==> src/rtl/core/fxlr_pkg.sv <==
// ----------------------------------------------------------------------------
// fxlr_pkg
// Shared types, codes and sizes for the framed link receiver.
// ----------------------------------------------------------------------------
package fxlr_pkg;

    // field widths
    localparam int BYTE_W    = 8;
    localparam int OP_W      = 2;
    localparam int EV_W      = 2;
    localparam int ERR_W     = 16;
    localparam int CFG_IDX_W = 2;

    // default ring size in bytes
    localparam int RING_DEPTH_DEF = 256;

    // input op codes
    localparam logic [OP_W-1:0] OP_PUSH = 2'd0;
    localparam logic [OP_W-1:0] OP_POP  = 2'd1;
    localparam logic [OP_W-1:0] OP_ACK  = 2'd2;
    localparam logic [OP_W-1:0] OP_NONE = 2'd3;

    // frame event codes
    localparam logic [EV_W-1:0] EV_NONE   = 2'd0;
    localparam logic [EV_W-1:0] EV_COMMIT = 2'd1;
    localparam logic [EV_W-1:0] EV_ERROR  = 2'd2;
    localparam logic [EV_W-1:0] EV_DUP    = 2'd3;

    // configuration register indexes
    localparam logic [CFG_IDX_W-1:0] CFG_FIRST_SYNC  = 2'd0;
    localparam logic [CFG_IDX_W-1:0] CFG_SECOND_SYNC = 2'd1;
    localparam logic [CFG_IDX_W-1:0] CFG_LEN_OFFSET  = 2'd2;

    // work kind decided by the front end
    typedef enum logic [1:0] {
        KIND_PUSH,
        KIND_POP,
        KIND_ACK,
        KIND_NOP
    } kind_t;

    // one queued item
    typedef struct packed {
        kind_t             kind;
        logic [BYTE_W-1:0] data;
    } item_t;

    // configuration settings
    typedef struct packed {
        logic [BYTE_W-1:0] first_sync;
        logic [BYTE_W-1:0] second_sync;
        logic [BYTE_W-1:0] length_offset;
    } cfg_t;

endpackage

==> src/rtl/core/fxlr_ram.sv <==
// ----------------------------------------------------------------------------
// fxlr_ram
// Generic single write port, single read port RAM with registered read data.
// ----------------------------------------------------------------------------
module fxlr_ram #(
    parameter int WIDTH = 8,
    parameter int DEPTH = 256
) (
    input  logic                     clk,
    input  logic                     we,
    input  logic [$clog2(DEPTH)-1:0] waddr,
    input  logic [WIDTH-1:0]         wdata,
    input  logic                     re,
    input  logic [$clog2(DEPTH)-1:0] raddr,
    output logic [WIDTH-1:0]         rdata
);

    logic [WIDTH-1:0] mem [DEPTH];

    // write port
    always_ff @(posedge clk)
    begin
        if (we)
        begin
            mem[waddr] <= wdata;
        end
    end

    // registered read port
    always_ff @(posedge clk)
    begin
        if (re)
        begin
            rdata <= mem[raddr];
        end
    end

endmodule

==> src/rtl/core/fxlr_front.sv <==
// ----------------------------------------------------------------------------
// fxlr_front
// Accepts input items, classifies the op and holds them in a two-entry queue.
// ----------------------------------------------------------------------------
module fxlr_front (
    input  logic                          clk,
    input  logic                          rst_n,
    input  logic                          in_valid,
    output logic                          in_stall,
    input  logic [fxlr_pkg::OP_W-1:0]     op,
    input  logic [fxlr_pkg::BYTE_W-1:0]   rx_byte,
    output logic                          q_valid,
    output fxlr_pkg::item_t               q_item,
    input  logic                          q_take
);

    fxlr_pkg::item_t slot_reg [2];
    logic            wr_ptr_reg;
    logic            wr_ptr_next;
    logic            rd_ptr_reg;
    logic            rd_ptr_next;
    logic [1:0]      count_reg;
    logic [1:0]      count_next;
    logic            accept;
    fxlr_pkg::item_t new_item;

    // queue full holds off the sender
    assign in_stall = (count_reg == 2'd2);
    assign accept   = in_valid && !in_stall;
    assign q_valid  = (count_reg != 2'd0);
    assign q_item   = slot_reg[rd_ptr_reg];

    // op classification
    always_comb
    begin
        new_item.data = rx_byte;
        unique case (op)
            fxlr_pkg::OP_PUSH: new_item.kind = fxlr_pkg::KIND_PUSH;
            fxlr_pkg::OP_POP:  new_item.kind = fxlr_pkg::KIND_POP;
            fxlr_pkg::OP_ACK:  new_item.kind = fxlr_pkg::KIND_ACK;
            fxlr_pkg::OP_NONE: new_item.kind = fxlr_pkg::KIND_NOP;
        endcase
    end

    // pointer and fill count
    always_comb
    begin
        wr_ptr_next = accept ? !wr_ptr_reg : wr_ptr_reg;
        rd_ptr_next = q_take ? !rd_ptr_reg : rd_ptr_reg;
        unique case ({accept, q_take})
            2'b10:   count_next = count_reg + 2'd1;
            2'b01:   count_next = count_reg - 2'd1;
            default: count_next = count_reg;
        endcase
    end

    always_ff @(posedge clk or negedge rst_n)
    begin
        if (!rst_n)
        begin
            wr_ptr_reg <= 1'b0;
            rd_ptr_reg <= 1'b0;
            count_reg  <= 2'd0;
        end
        else
        begin
            wr_ptr_reg <= wr_ptr_next;
            rd_ptr_reg <= rd_ptr_next;
            count_reg  <= count_next;
        end
    end

    // queue storage
    always_ff @(posedge clk)
    begin
        if (accept)
        begin
            slot_reg[wr_ptr_reg] <= new_item;
        end
    end

endmodule

==> src/rtl/core/fxlr_back.sv <==
// ----------------------------------------------------------------------------
// fxlr_back
// Frame parser, byte ring and counters, with a read stage and output register.
// ----------------------------------------------------------------------------
module fxlr_back #(
    parameter int RING_DEPTH = fxlr_pkg::RING_DEPTH_DEF
) (
    input  logic                         clk,
    input  logic                         rst_n,
    input  fxlr_pkg::cfg_t               cfg,
    input  logic                         q_valid,
    input  fxlr_pkg::item_t              q_item,
    output logic                         q_take,
    output logic                         out_valid,
    input  logic                         out_stall,
    output logic [fxlr_pkg::EV_W-1:0]    frame_event,
    output logic [fxlr_pkg::BYTE_W-1:0]  read_byte,
    output logic                         read_valid,
    output logic [fxlr_pkg::BYTE_W-1:0]  frames_pending,
    output logic [fxlr_pkg::ERR_W-1:0]   error_total
);

    localparam int PTR_W = $clog2(RING_DEPTH);
    localparam logic [PTR_W-1:0] PTR_LAST = PTR_W'(RING_DEPTH - 1);

    typedef enum logic [3:0] {
        PH_IDLE  = 4'd0,
        PH_SYNC2 = 4'd1,
        PH_LEN_H = 4'd2,
        PH_LEN_L = 4'd3,
        PH_SEQ   = 4'd4,
        PH_ID_H  = 4'd5,
        PH_ID_L  = 4'd6,
        PH_TS0   = 4'd7,
        PH_TS1   = 4'd8,
        PH_TS2   = 4'd9,
        PH_TS3   = 4'd10,
        PH_DATA  = 4'd11,
        PH_CHECK = 4'd12
    } phase_t;

    function automatic logic [PTR_W-1:0] ptr_inc(input logic [PTR_W-1:0] p);
        return (p == PTR_LAST) ? '0 : p + 1'b1;
    endfunction

    // parser and ring state
    phase_t                        phase_reg,     phase_next;
    logic [fxlr_pkg::BYTE_W-1:0]   left_reg,      left_next;
    logic [fxlr_pkg::BYTE_W-1:0]   xor_reg,       xor_next;
    logic [fxlr_pkg::BYTE_W-1:0]   seq_reg,       seq_next;
    logic [fxlr_pkg::BYTE_W-1:0]   prev_seq_reg,  prev_seq_next;
    logic [PTR_W-1:0]              wptr_reg,      wptr_next;
    logic [PTR_W-1:0]              cptr_reg,      cptr_next;
    logic [PTR_W-1:0]              rptr_reg,      rptr_next;
    logic [fxlr_pkg::BYTE_W-1:0]   committed_reg, committed_next;
    logic [fxlr_pkg::BYTE_W-1:0]   handled_reg,   handled_next;
    logic [fxlr_pkg::ERR_W-1:0]    err_reg,       err_next;

    // read stage and output register
    logic                          s1_valid_reg,  s1_valid_next;
    logic [fxlr_pkg::EV_W-1:0]     s1_ev_reg,     s1_ev_next;
    logic                          s1_rv_reg,     s1_rv_next;
    logic [fxlr_pkg::BYTE_W-1:0]   s1_pend_reg,   s1_pend_next;
    logic [fxlr_pkg::ERR_W-1:0]    s1_err_reg,    s1_err_next;
    logic                          out_valid_reg, out_valid_next;
    logic [fxlr_pkg::EV_W-1:0]     out_ev_reg,    out_ev_next;
    logic                          out_rv_reg,    out_rv_next;
    logic [fxlr_pkg::BYTE_W-1:0]   out_byte_reg,  out_byte_next;
    logic [fxlr_pkg::BYTE_W-1:0]   out_pend_reg,  out_pend_next;
    logic [fxlr_pkg::ERR_W-1:0]    out_err_reg,   out_err_next;

    logic                          exec;
    logic                          s1_adv;
    logic                          ram_we;
    logic [fxlr_pkg::BYTE_W-1:0]   ram_wdata;
    logic                          ram_re;
    logic [fxlr_pkg::BYTE_W-1:0]   ram_rdata;
    logic [fxlr_pkg::BYTE_W-1:0]   c;
    logic [fxlr_pkg::EV_W-1:0]     ev;
    logic [fxlr_pkg::BYTE_W-1:0]   len_val;

    // pipeline flow
    assign s1_adv = s1_valid_reg && (!out_valid_reg || !out_stall);
    assign exec   = q_valid && (!s1_valid_reg || s1_adv);
    assign q_take = exec;
    assign c      = q_item.data;
    assign len_val = c - cfg.length_offset;

    // byte ring
    fxlr_ram #(
        .WIDTH (fxlr_pkg::BYTE_W),
        .DEPTH (RING_DEPTH)
    ) u_ring (
        .clk   (clk),
        .we    (ram_we),
        .waddr (wptr_reg),
        .wdata (ram_wdata),
        .re    (ram_re),
        .raddr (rptr_reg),
        .rdata (ram_rdata)
    );

    // item execution
    always_comb
    begin
        phase_next     = phase_reg;
        left_next      = left_reg;
        xor_next       = xor_reg;
        seq_next       = seq_reg;
        prev_seq_next  = prev_seq_reg;
        wptr_next      = wptr_reg;
        cptr_next      = cptr_reg;
        rptr_next      = rptr_reg;
        committed_next = committed_reg;
        handled_next   = handled_reg;
        err_next       = err_reg;
        ev             = fxlr_pkg::EV_NONE;
        ram_we         = 1'b0;
        ram_wdata      = c;
        ram_re         = 1'b0;
        s1_rv_next     = 1'b0;

        if (exec)
        begin
            unique case (q_item.kind)
                fxlr_pkg::KIND_PUSH:
                begin
                    unique case (phase_reg)
                        PH_IDLE:
                        begin
                            if (c == cfg.first_sync)
                            begin
                                phase_next = PH_SYNC2;
                            end
                        end
                        PH_SYNC2:
                        begin
                            // second byte match wins over a repeated start byte
                            if (c == cfg.second_sync)
                            begin
                                phase_next = PH_LEN_H;
                            end
                            else if (c != cfg.first_sync)
                            begin
                                phase_next = PH_IDLE;
                            end
                        end
                        PH_LEN_H:
                        begin
                            xor_next   = c;
                            cptr_next  = wptr_reg;
                            phase_next = PH_LEN_L;
                        end
                        PH_LEN_L:
                        begin
                            xor_next   = xor_reg ^ c;
                            left_next  = len_val;
                            ram_we     = 1'b1;
                            ram_wdata  = len_val + 8'd2;
                            wptr_next  = ptr_inc(wptr_reg);
                            phase_next = PH_SEQ;
                        end
                        PH_SEQ:
                        begin
                            seq_next   = c;
                            xor_next   = xor_reg ^ c;
                            phase_next = PH_ID_H;
                        end
                        PH_ID_H, PH_ID_L:
                        begin
                            xor_next   = xor_reg ^ c;
                            ram_we     = 1'b1;
                            wptr_next  = ptr_inc(wptr_reg);
                            phase_next = (phase_reg == PH_ID_H) ? PH_ID_L : PH_TS0;
                        end
                        PH_TS0:
                        begin
                            xor_next   = xor_reg ^ c;
                            phase_next = PH_TS1;
                        end
                        PH_TS1:
                        begin
                            xor_next   = xor_reg ^ c;
                            phase_next = PH_TS2;
                        end
                        PH_TS2:
                        begin
                            xor_next   = xor_reg ^ c;
                            phase_next = PH_TS3;
                        end
                        PH_TS3:
                        begin
                            xor_next   = xor_reg ^ c;
                            phase_next = PH_DATA;
                        end
                        PH_DATA:
                        begin
                            xor_next  = xor_reg ^ c;
                            ram_we    = 1'b1;
                            wptr_next = ptr_inc(wptr_reg);
                            // zero length frame stores one byte and drops out
                            if (left_reg != 8'd0)
                            begin
                                left_next = left_reg - 8'd1;
                                if (left_reg == 8'd1)
                                begin
                                    phase_next = PH_CHECK;
                                end
                            end
                            else
                            begin
                                phase_next = PH_IDLE;
                            end
                        end
                        PH_CHECK:
                        begin
                            if (c == xor_reg)
                            begin
                                if (prev_seq_reg == seq_reg)
                                begin
                                    wptr_next = cptr_reg;
                                    ev        = fxlr_pkg::EV_DUP;
                                end
                                else
                                begin
                                    prev_seq_next  = seq_reg;
                                    cptr_next      = wptr_reg;
                                    committed_next = committed_reg + 8'd1;
                                    ev             = fxlr_pkg::EV_COMMIT;
                                end
                            end
                            else
                            begin
                                wptr_next = cptr_reg;
                                err_next  = err_reg + 16'd1;
                                ev        = fxlr_pkg::EV_ERROR;
                            end
                            phase_next = PH_IDLE;
                        end
                        default:
                        begin
                            // meaningless phase code
                            phase_next = PH_IDLE;
                            err_next   = err_reg + 16'd1;
                        end
                    endcase
                end
                fxlr_pkg::KIND_POP:
                begin
                    if (rptr_reg != cptr_reg)
                    begin
                        ram_re     = 1'b1;
                        s1_rv_next = 1'b1;
                        rptr_next  = ptr_inc(rptr_reg);
                    end
                end
                fxlr_pkg::KIND_ACK:
                begin
                    if (committed_reg != handled_reg)
                    begin
                        handled_next = handled_reg + 8'd1;
                    end
                end
                fxlr_pkg::KIND_NOP:
                begin
                end
            endcase
        end
    end

    // read stage and output register next values
    always_comb
    begin
        s1_ev_next   = ev;
        s1_pend_next = committed_next - handled_next;
        s1_err_next  = err_next;

        if (exec)
        begin
            s1_valid_next = 1'b1;
        end
        else if (s1_adv)
        begin
            s1_valid_next = 1'b0;
        end
        else
        begin
            s1_valid_next = s1_valid_reg;
        end

        out_ev_next   = s1_ev_reg;
        out_rv_next   = s1_rv_reg;
        out_byte_next = s1_rv_reg ? ram_rdata : 8'd0;
        out_pend_next = s1_pend_reg;
        out_err_next  = s1_err_reg;

        if (s1_adv)
        begin
            out_valid_next = 1'b1;
        end
        else if (out_valid_reg && !out_stall)
        begin
            out_valid_next = 1'b0;
        end
        else
        begin
            out_valid_next = out_valid_reg;
        end
    end

    // state and registered outputs
    always_ff @(posedge clk or negedge rst_n)
    begin
        if (!rst_n)
        begin
            phase_reg     <= PH_IDLE;
            left_reg      <= '0;
            xor_reg       <= '0;
            seq_reg       <= '0;
            prev_seq_reg  <= 8'hFF;
            wptr_reg      <= '0;
            cptr_reg      <= '0;
            rptr_reg      <= '0;
            committed_reg <= '0;
            handled_reg   <= '0;
            err_reg       <= '0;
            s1_valid_reg  <= 1'b0;
            s1_ev_reg     <= fxlr_pkg::EV_NONE;
            s1_rv_reg     <= 1'b0;
            s1_pend_reg   <= '0;
            s1_err_reg    <= '0;
            out_valid_reg <= 1'b0;
            out_ev_reg    <= fxlr_pkg::EV_NONE;
            out_rv_reg    <= 1'b0;
            out_byte_reg  <= '0;
            out_pend_reg  <= '0;
            out_err_reg   <= '0;
        end
        else
        begin
            phase_reg     <= phase_next;
            left_reg      <= left_next;
            xor_reg       <= xor_next;
            seq_reg       <= seq_next;
            prev_seq_reg  <= prev_seq_next;
            wptr_reg      <= wptr_next;
            cptr_reg      <= cptr_next;
            rptr_reg      <= rptr_next;
            committed_reg <= committed_next;
            handled_reg   <= handled_next;
            err_reg       <= err_next;
            s1_valid_reg  <= s1_valid_next;
            out_valid_reg <= out_valid_next;
            if (exec)
            begin
                s1_ev_reg   <= s1_ev_next;
                s1_rv_reg   <= s1_rv_next;
                s1_pend_reg <= s1_pend_next;
                s1_err_reg  <= s1_err_next;
            end
            if (s1_adv)
            begin
                out_ev_reg   <= out_ev_next;
                out_rv_reg   <= out_rv_next;
                out_byte_reg <= out_byte_next;
                out_pend_reg <= out_pend_next;
                out_err_reg  <= out_err_next;
            end
        end
    end

    assign out_valid      = out_valid_reg;
    assign frame_event    = out_ev_reg;
    assign read_valid     = out_rv_reg;
    assign read_byte      = out_byte_reg;
    assign frames_pending = out_pend_reg;
    assign error_total    = out_err_reg;

endmodule

==> src/rtl/core/framed_xor_link_receiver.sv <==
// ----------------------------------------------------------------------------
// framed_xor_link_receiver
// Sync-byte framed link parser with XOR checksum and a committed-byte ring.
// ----------------------------------------------------------------------------
// Takes one item per clock cycle, whatever the op, unless the output stalls;
// a stall fills the input queue and raises in_stall. Each item gives exactly
// one result: it waits in the input queue, the parser step and ring access
// are registered in the read stage, and the ring's registered read data
// joins them in the output register. The ring is a single memory with one
// write and one read port; a push writes it and a pop reads it, so both
// never compete. The ring needs no clearing after reset. Configuration is
// written only while the block is idle; the user, not the block, enforces it.
module framed_xor_link_receiver #(
    parameter int RING_DEPTH = fxlr_pkg::RING_DEPTH_DEF
) (
    input  logic                            clk,
    input  logic                            rst_n,
    input  logic                            cfg_we,
    input  logic [fxlr_pkg::CFG_IDX_W-1:0]  cfg_index,
    input  logic [fxlr_pkg::BYTE_W-1:0]     cfg_data,
    input  logic                            in_valid,
    output logic                            in_stall,
    input  logic [fxlr_pkg::OP_W-1:0]       op,
    input  logic [fxlr_pkg::BYTE_W-1:0]     rx_byte,
    output logic                            out_valid,
    input  logic                            out_stall,
    output logic [fxlr_pkg::EV_W-1:0]       frame_event,
    output logic [fxlr_pkg::BYTE_W-1:0]     read_byte,
    output logic                            read_valid,
    output logic [fxlr_pkg::BYTE_W-1:0]     frames_pending,
    output logic [fxlr_pkg::ERR_W-1:0]      error_total
);

    fxlr_pkg::cfg_t  cfg_reg;
    fxlr_pkg::cfg_t  cfg_next;
    logic            q_valid;
    fxlr_pkg::item_t q_item;
    logic            q_take;

    // configuration registers
    always_comb
    begin
        cfg_next = cfg_reg;
        if (cfg_we)
        begin
            unique case (cfg_index)
                fxlr_pkg::CFG_FIRST_SYNC:  cfg_next.first_sync    = cfg_data;
                fxlr_pkg::CFG_SECOND_SYNC: cfg_next.second_sync   = cfg_data;
                fxlr_pkg::CFG_LEN_OFFSET:  cfg_next.length_offset = cfg_data;
                default:                   cfg_next = cfg_reg;
            endcase
        end
    end

    always_ff @(posedge clk or negedge rst_n)
    begin
        if (!rst_n)
        begin
            cfg_reg <= '0;
        end
        else
        begin
            cfg_reg <= cfg_next;
        end
    end

    // accept and classify
    fxlr_front u_front (
        .clk      (clk),
        .rst_n    (rst_n),
        .in_valid (in_valid),
        .in_stall (in_stall),
        .op       (op),
        .rx_byte  (rx_byte),
        .q_valid  (q_valid),
        .q_item   (q_item),
        .q_take   (q_take)
    );

    // parse, store and report
    fxlr_back #(
        .RING_DEPTH (RING_DEPTH)
    ) u_back (
        .clk            (clk),
        .rst_n          (rst_n),
        .cfg            (cfg_reg),
        .q_valid        (q_valid),
        .q_item         (q_item),
        .q_take         (q_take),
        .out_valid      (out_valid),
        .out_stall      (out_stall),
        .frame_event    (frame_event),
        .read_byte      (read_byte),
        .read_valid     (read_valid),
        .frames_pending (frames_pending),
        .error_total    (error_total)
    );

endmodule

==> config.mk <==
export PLATFORM = sky130hd
export DESIGN_NAME = framed_xor_link_receiver
export DESIGN_NICKNAME = d
export VERILOG_FILES = /design/src/rtl/core/fxlr_pkg.sv /design/src/rtl/core/fxlr_ram.sv /design/src/rtl/core/fxlr_front.sv /design/src/rtl/core/fxlr_back.sv /design/src/rtl/core/framed_xor_link_receiver.sv
export SDC_FILE = /design/constraint.sdc
export NUM_CORES = 2
export LEC_CHECK = 0
export BUFFER_PORTS_ARGS = -buffer_cell sky130_fd_sc_hd__buf_2
export CAP_MARGIN = 0
export CORE_MARGIN = 2
export CORE_UTILIZATION = 50
export CTS_CLUSTER_SIZE = 30
export DETAILED_ROUTE_END_ITERATION = 6
export PLACE_DENSITY = 0.65
export SLEW_MARGIN = 5
export SYNTH_ARGS = -nofsm -noshare
export SYNTH_HDL_FRONTEND = slang
export SYNTH_SLANG_ARGS = --single-unit
==> constraint.sdc <==
create_clock -name clk -period 19.1 [get_ports clk]
set_input_delay 1.91 -clock clk [delete_from_list [all_inputs] [get_ports clk]]
set_output_delay 1.91 -clock clk [all_outputs]
set_load 0.05 [all_outputs]
==> metrics.md <==
| Metric | Value |
|---|---|
| Outcome | `finished, final reports clean` |
| # H-tree levels | `4` |
| MaxCap Viol Count | `0` |
| Largest cells by area after synthesis | `edfxtp_1 (70%), mux4_2 (17%), dfrtp_1 (4.9%)` |
| DR WL met2 | `99500 um` |
| First-pass GRT wire length | `294000 um` |
| Antenna Nets Post-Route | `0` |
| CTS tree | `done` |
| Largest net degree at the start of global routing | `257` |
| Design Power | `0.0111 W` |
| Hold violation count in the final report | `0` |
| DP HPWL | `117000 um` |
| Cts bufs inserted | `221` |
| Die width | `426 um` |
| Distinct cell type count after synthesis | `68` |
| Final Setup Violations | `0` |
| GR Overflow Total | `0` |
| Synth area leader | `edfxtp_1` |
| CP required | `19.64 ns` |
| Synth Area in Simple Gates | `0.0280` |
| Max IR drop VDD | `0.112 mV` |
| Area of the multi-input gates | `0.0213 mm^2` |
| Via-per-instance ratio | `6.10` |
| Setup TNS | `0 ns` |
| WL met3 | `14000 um` |
| Port bufs | `61` |
| Slowest cell on the critical path | `buf_4` |
| Core area | `0.177 mm^2` |
| DR WL/cell | `29.7 um` |
| Max reg flops | `2048` |
| Avg Cell Area, Syn | `21.5 um^2` |
| Fillers | `13000` |
| Clk slew on worst S/H paths | `0.06 ns` |
| Pwr/cell area | `112 mW/mm^2` |
| Seq cells post-synth | `2260` |
| Worst path max stage delay | `0.80 ns` |
| Number of enable flip-flop cells after synthesis | `2076` |
| Dpl ws | `12.55 ns` |
| Post-synthesis mux area share | `0.184` |
| Root buffer cell | `clkbuf_16` |
| CTS sink cnt | `2260` |
| CP bufs+invs | `4` |
| Design Area, Final | `0.0990 mm^2` |
| DRC viols | `0` |
| Initial antenna violation count | `12` |
| FP Rows | `154` |
| Synth Area in Compound Gates | `0.0102` |
| Die ar. | `0.182 mm^2` |
| Ys flop type | `edfxtp_1` |
| Synth warn | `0` |
| Placed instance count | `6383` |
| Most used cell along the critical path | `buf_4` |
| Net count, final | `4318` |
| Critical path's top delay family | `buffers and inverters` |
| Slew @ Worst Pin | `1.45 ns` |
| Detailed Routing Iterations Pass 1 | `5` |
| Ys async rst share | `0.0814` |
| Syn_nets | `4199` |
| Post-Place Cell Area | `0.0922 mm^2` |
| Worst setup SP type | `flip-flop` |
| Crit end category | `flip-flop` |
| Clk Latency, worst-skew pair | `0.86 ns` |
| Worst-path fanout max | `102` |
| Post-Route WL | `202000 um` |
| Metal1 wirelength | `82500 um` |
| Resized cells post-CTS | `0` |
| Synth Area in XOR/XNOR | `0.0107` |
| Crit path cell chain | `mux2i_2 > inv_1 > ha_1 > nor2b_1 > o21ai_0 > a21boi_0 > o21a_1 > o21ai_0 > nand4_1 > xor2_1 > mux2i_4 > buf_4 > buf_4 > buf_4` |
| Finished Layout Cells | `6794` |
| Skew final | `0.0322 ns` |
| Via count of the first global-routing pass | `41800` |
| Crit share post-route | `0.323` |
| Worst hold path type | `reg -> reg` |
| Post-Synth Adder-Cell Area | `0.00396` |
| Synth-to-Final Area Change | `11.1%` |
| Share of layout cells above drive strength 1 | `0.276` |
| Setup CP Type | `reg -> reg` |
| Initial Util | `0.504` |
| Fin crit period | `6.17 ns` |
| Synthesized area | `0.0891 mm^2` |
| Register area | `0.0670 mm^2` |
| Max Root-Sink Buffers | `3` |
| Post-Synthesis Cells | `4147` |
| Die height | `426 um` |
| Sequential fraction of the synthesis area | `0.751` |
| DR vias | `41400` |
| Relative slew slack | `0.0309` |
| Hold buffer count at CTS | `0` |
| Total setup buffers inserted after CTS | `0` |
| Worst EP arrival | `6.71 ns` |
| P_leak | `30.7 nW` |
| Largest family of logic cells by synthesized area | `multiplexers` |
| Worst Setup Slack, final | `12.93 ns` |
| IO Pins | `62` |
| Synth top area share | `0.699` |
| Setup repair after global routing missed its margin | `false` |
| Final GP Congestion | `0.824` |
| Starting DRT DRC Count | `4494` |
| Max-slew violation count | `0` |
| Tot GR Track Use | `0.225` |
| F_max | `162 MHz` |
| Max layer used | `met5` |
## cells by family (layout without fill, tap and decap cells)
logic type	count (synthesis)	count (layout)
compound gates	145	145
xor+xnor	107	107
fa+ha+maj	27	27
buf+inv	264	569
flops	2260	2260
mux	778	778
other cells	0	2
simple gates	566	566
## final cells by class
type | instances | area share
sequential | 2260 | 0.676
multi-input combinational | 1623 | 0.215
clock buffer | 279 | 0.0584
tap | 2340 | 0.0296
clock inverter | 130 | 0.0103
timing repair buffer | 121 | 0.00886
inverter | 39 | 0.00148
antenna | 2 | 0.0000505
## final timing paths
kind / cells past startpoint / end / slack [ns] / start
worst max-delay path: 14 / u_back.u_ring.mem[167][6] / 12.93 / u_front.rd_ptr_reg
worst min register to register: 1 / u_back.err_reg[15] / 0.48 / u_back.err_reg[15]
worst min-delay path: 1 / u_back.err_reg[15] / 0.48 / u_back.err_reg[15]
worst max register to register: 14 / u_back.u_ring.mem[167][6] / 12.93 / u_front.rd_ptr_reg
min in group asynchronous: 1 / u_back.out_pend_next[2] / 1.03 / rst_n
max in group asynchronous: 2 / u_back.rptr_reg[3] / 16.82 / rst_n
## report_power, final
part	total (W)	internal [W]	switching (W)
clock network	0.00410	0.00227	0.00183
logic	0.000958	0.000165	0.000793
registers	0.00605	0.00602	0.0000277
## stage by stage
| step | hold WS [ns] | utilization |
|---|---|---|
| finish | 0.475 | 0.560 |
| global placement | 0.455 | 0.522 |
| CTS | 0.480 | 0.560 |
| floorplan | 0.435 | - |
| global route | 0.501 | 0.560 |
| detailed placement | 0.466 | 0.522 |
## cells in the final DEF (no fill, tap or decap), types with 6 or more instances in the layout
| cell type | netlist | final |
|---|---|---|
| edfxtp_1 | 2076 | 2076 |
| mux4_2 | 680 | 680 |
| nor2_1 | 299 | 298 |
| clkbuf_16 | 0 | 222 |
| dfrtp_1 | 176 | 170 |
| nand2_1 | 119 | 106 |
| mux2_2 | 83 | 82 |
| xnor2_1 | 73 | 73 |
| clkinv_1 | 0 | 65 |
| buf_2 | 30 | 60 |
| clkbuf_1 | 140 | 56 |
| o21ai_0 | 55 | 55 |
| buf_4 | 2 | 51 |
| inv_1 | 39 | 39 |
| clkinv_2 | 0 | 35 |
| xor2_1 | 33 | 33 |
| a21oi_1 | 30 | 28 |
| ha_1 | 25 | 25 |
| nand3_1 | 25 | 21 |
| nor3_1 | 21 | 20 |
| nand4_1 | 18 | 18 |
| and3_1 | 17 | 17 |
| nand2_2 | 0 | 13 |
| nor4_1 | 11 | 11 |
| bufinv_16 | 0 | 9 |
| buf_12 | 0 | 9 |
| mux2i_1 | 12 | 8 |
| nand2b_1 | 8 | 8 |
| a21o_1 | 8 | 8 |
| nor2b_1 | 8 | 8 |
| dfstp_2 | 8 | 8 |
| nor3b_1 | 7 | 7 |
| o211ai_1 | 7 | 7 |
| and2_1 | 6 | 6 |
| or3_1 | 6 | 6 |
| inv_6 | 0 | 6 |
## layer usage
layer | vias up | track usage
li1 | 17400 | -
met2 | 1556 | 0.360
met4 | 10 | 0.0681
met3 | 311 | 0.0396
met5 | - | 0.00238
met1 | 22200 | 0.321
## synthesized netlist by cell type, types with 3 or more instances
| library cell | number |
|---|---|
| ha_1 | 25 |
| nand4_1 | 18 |
| clkbuf_1 | 140 |
| o211ai_1 | 7 |
| nor2_1 | 299 |
| and2_1 | 6 |
| buf_1 | 51 |
| a21o_1 | 8 |
| o31ai_1 | 4 |
| and3_1 | 17 |
| o21ai_0 | 55 |
| a21oi_1 | 30 |
| nor4_1 | 11 |
| a31oi_1 | 5 |
| mux4_2 | 680 |
| nand2b_1 | 8 |
| xnor2_1 | 73 |
| and4_1 | 3 |
| nand3b_1 | 5 |
| or3_1 | 6 |
| nor2b_1 | 8 |
| mux2i_1 | 12 |
| xor2_1 | 33 |
| nand2_1 | 119 |
| dfrtp_1 | 176 |
| dfstp_2 | 8 |
| or2_2 | 5 |
| nand3_1 | 25 |
| mux2_2 | 83 |
| a211oi_1 | 6 |
| and3b_1 | 3 |
| mux2i_2 | 3 |
| edfxtp_1 | 2076 |
| inv_1 | 39 |
| buf_2 | 30 |
| nor3b_1 | 7 |
| nor3_1 | 21 |
(Power assumes the default switching activity.)
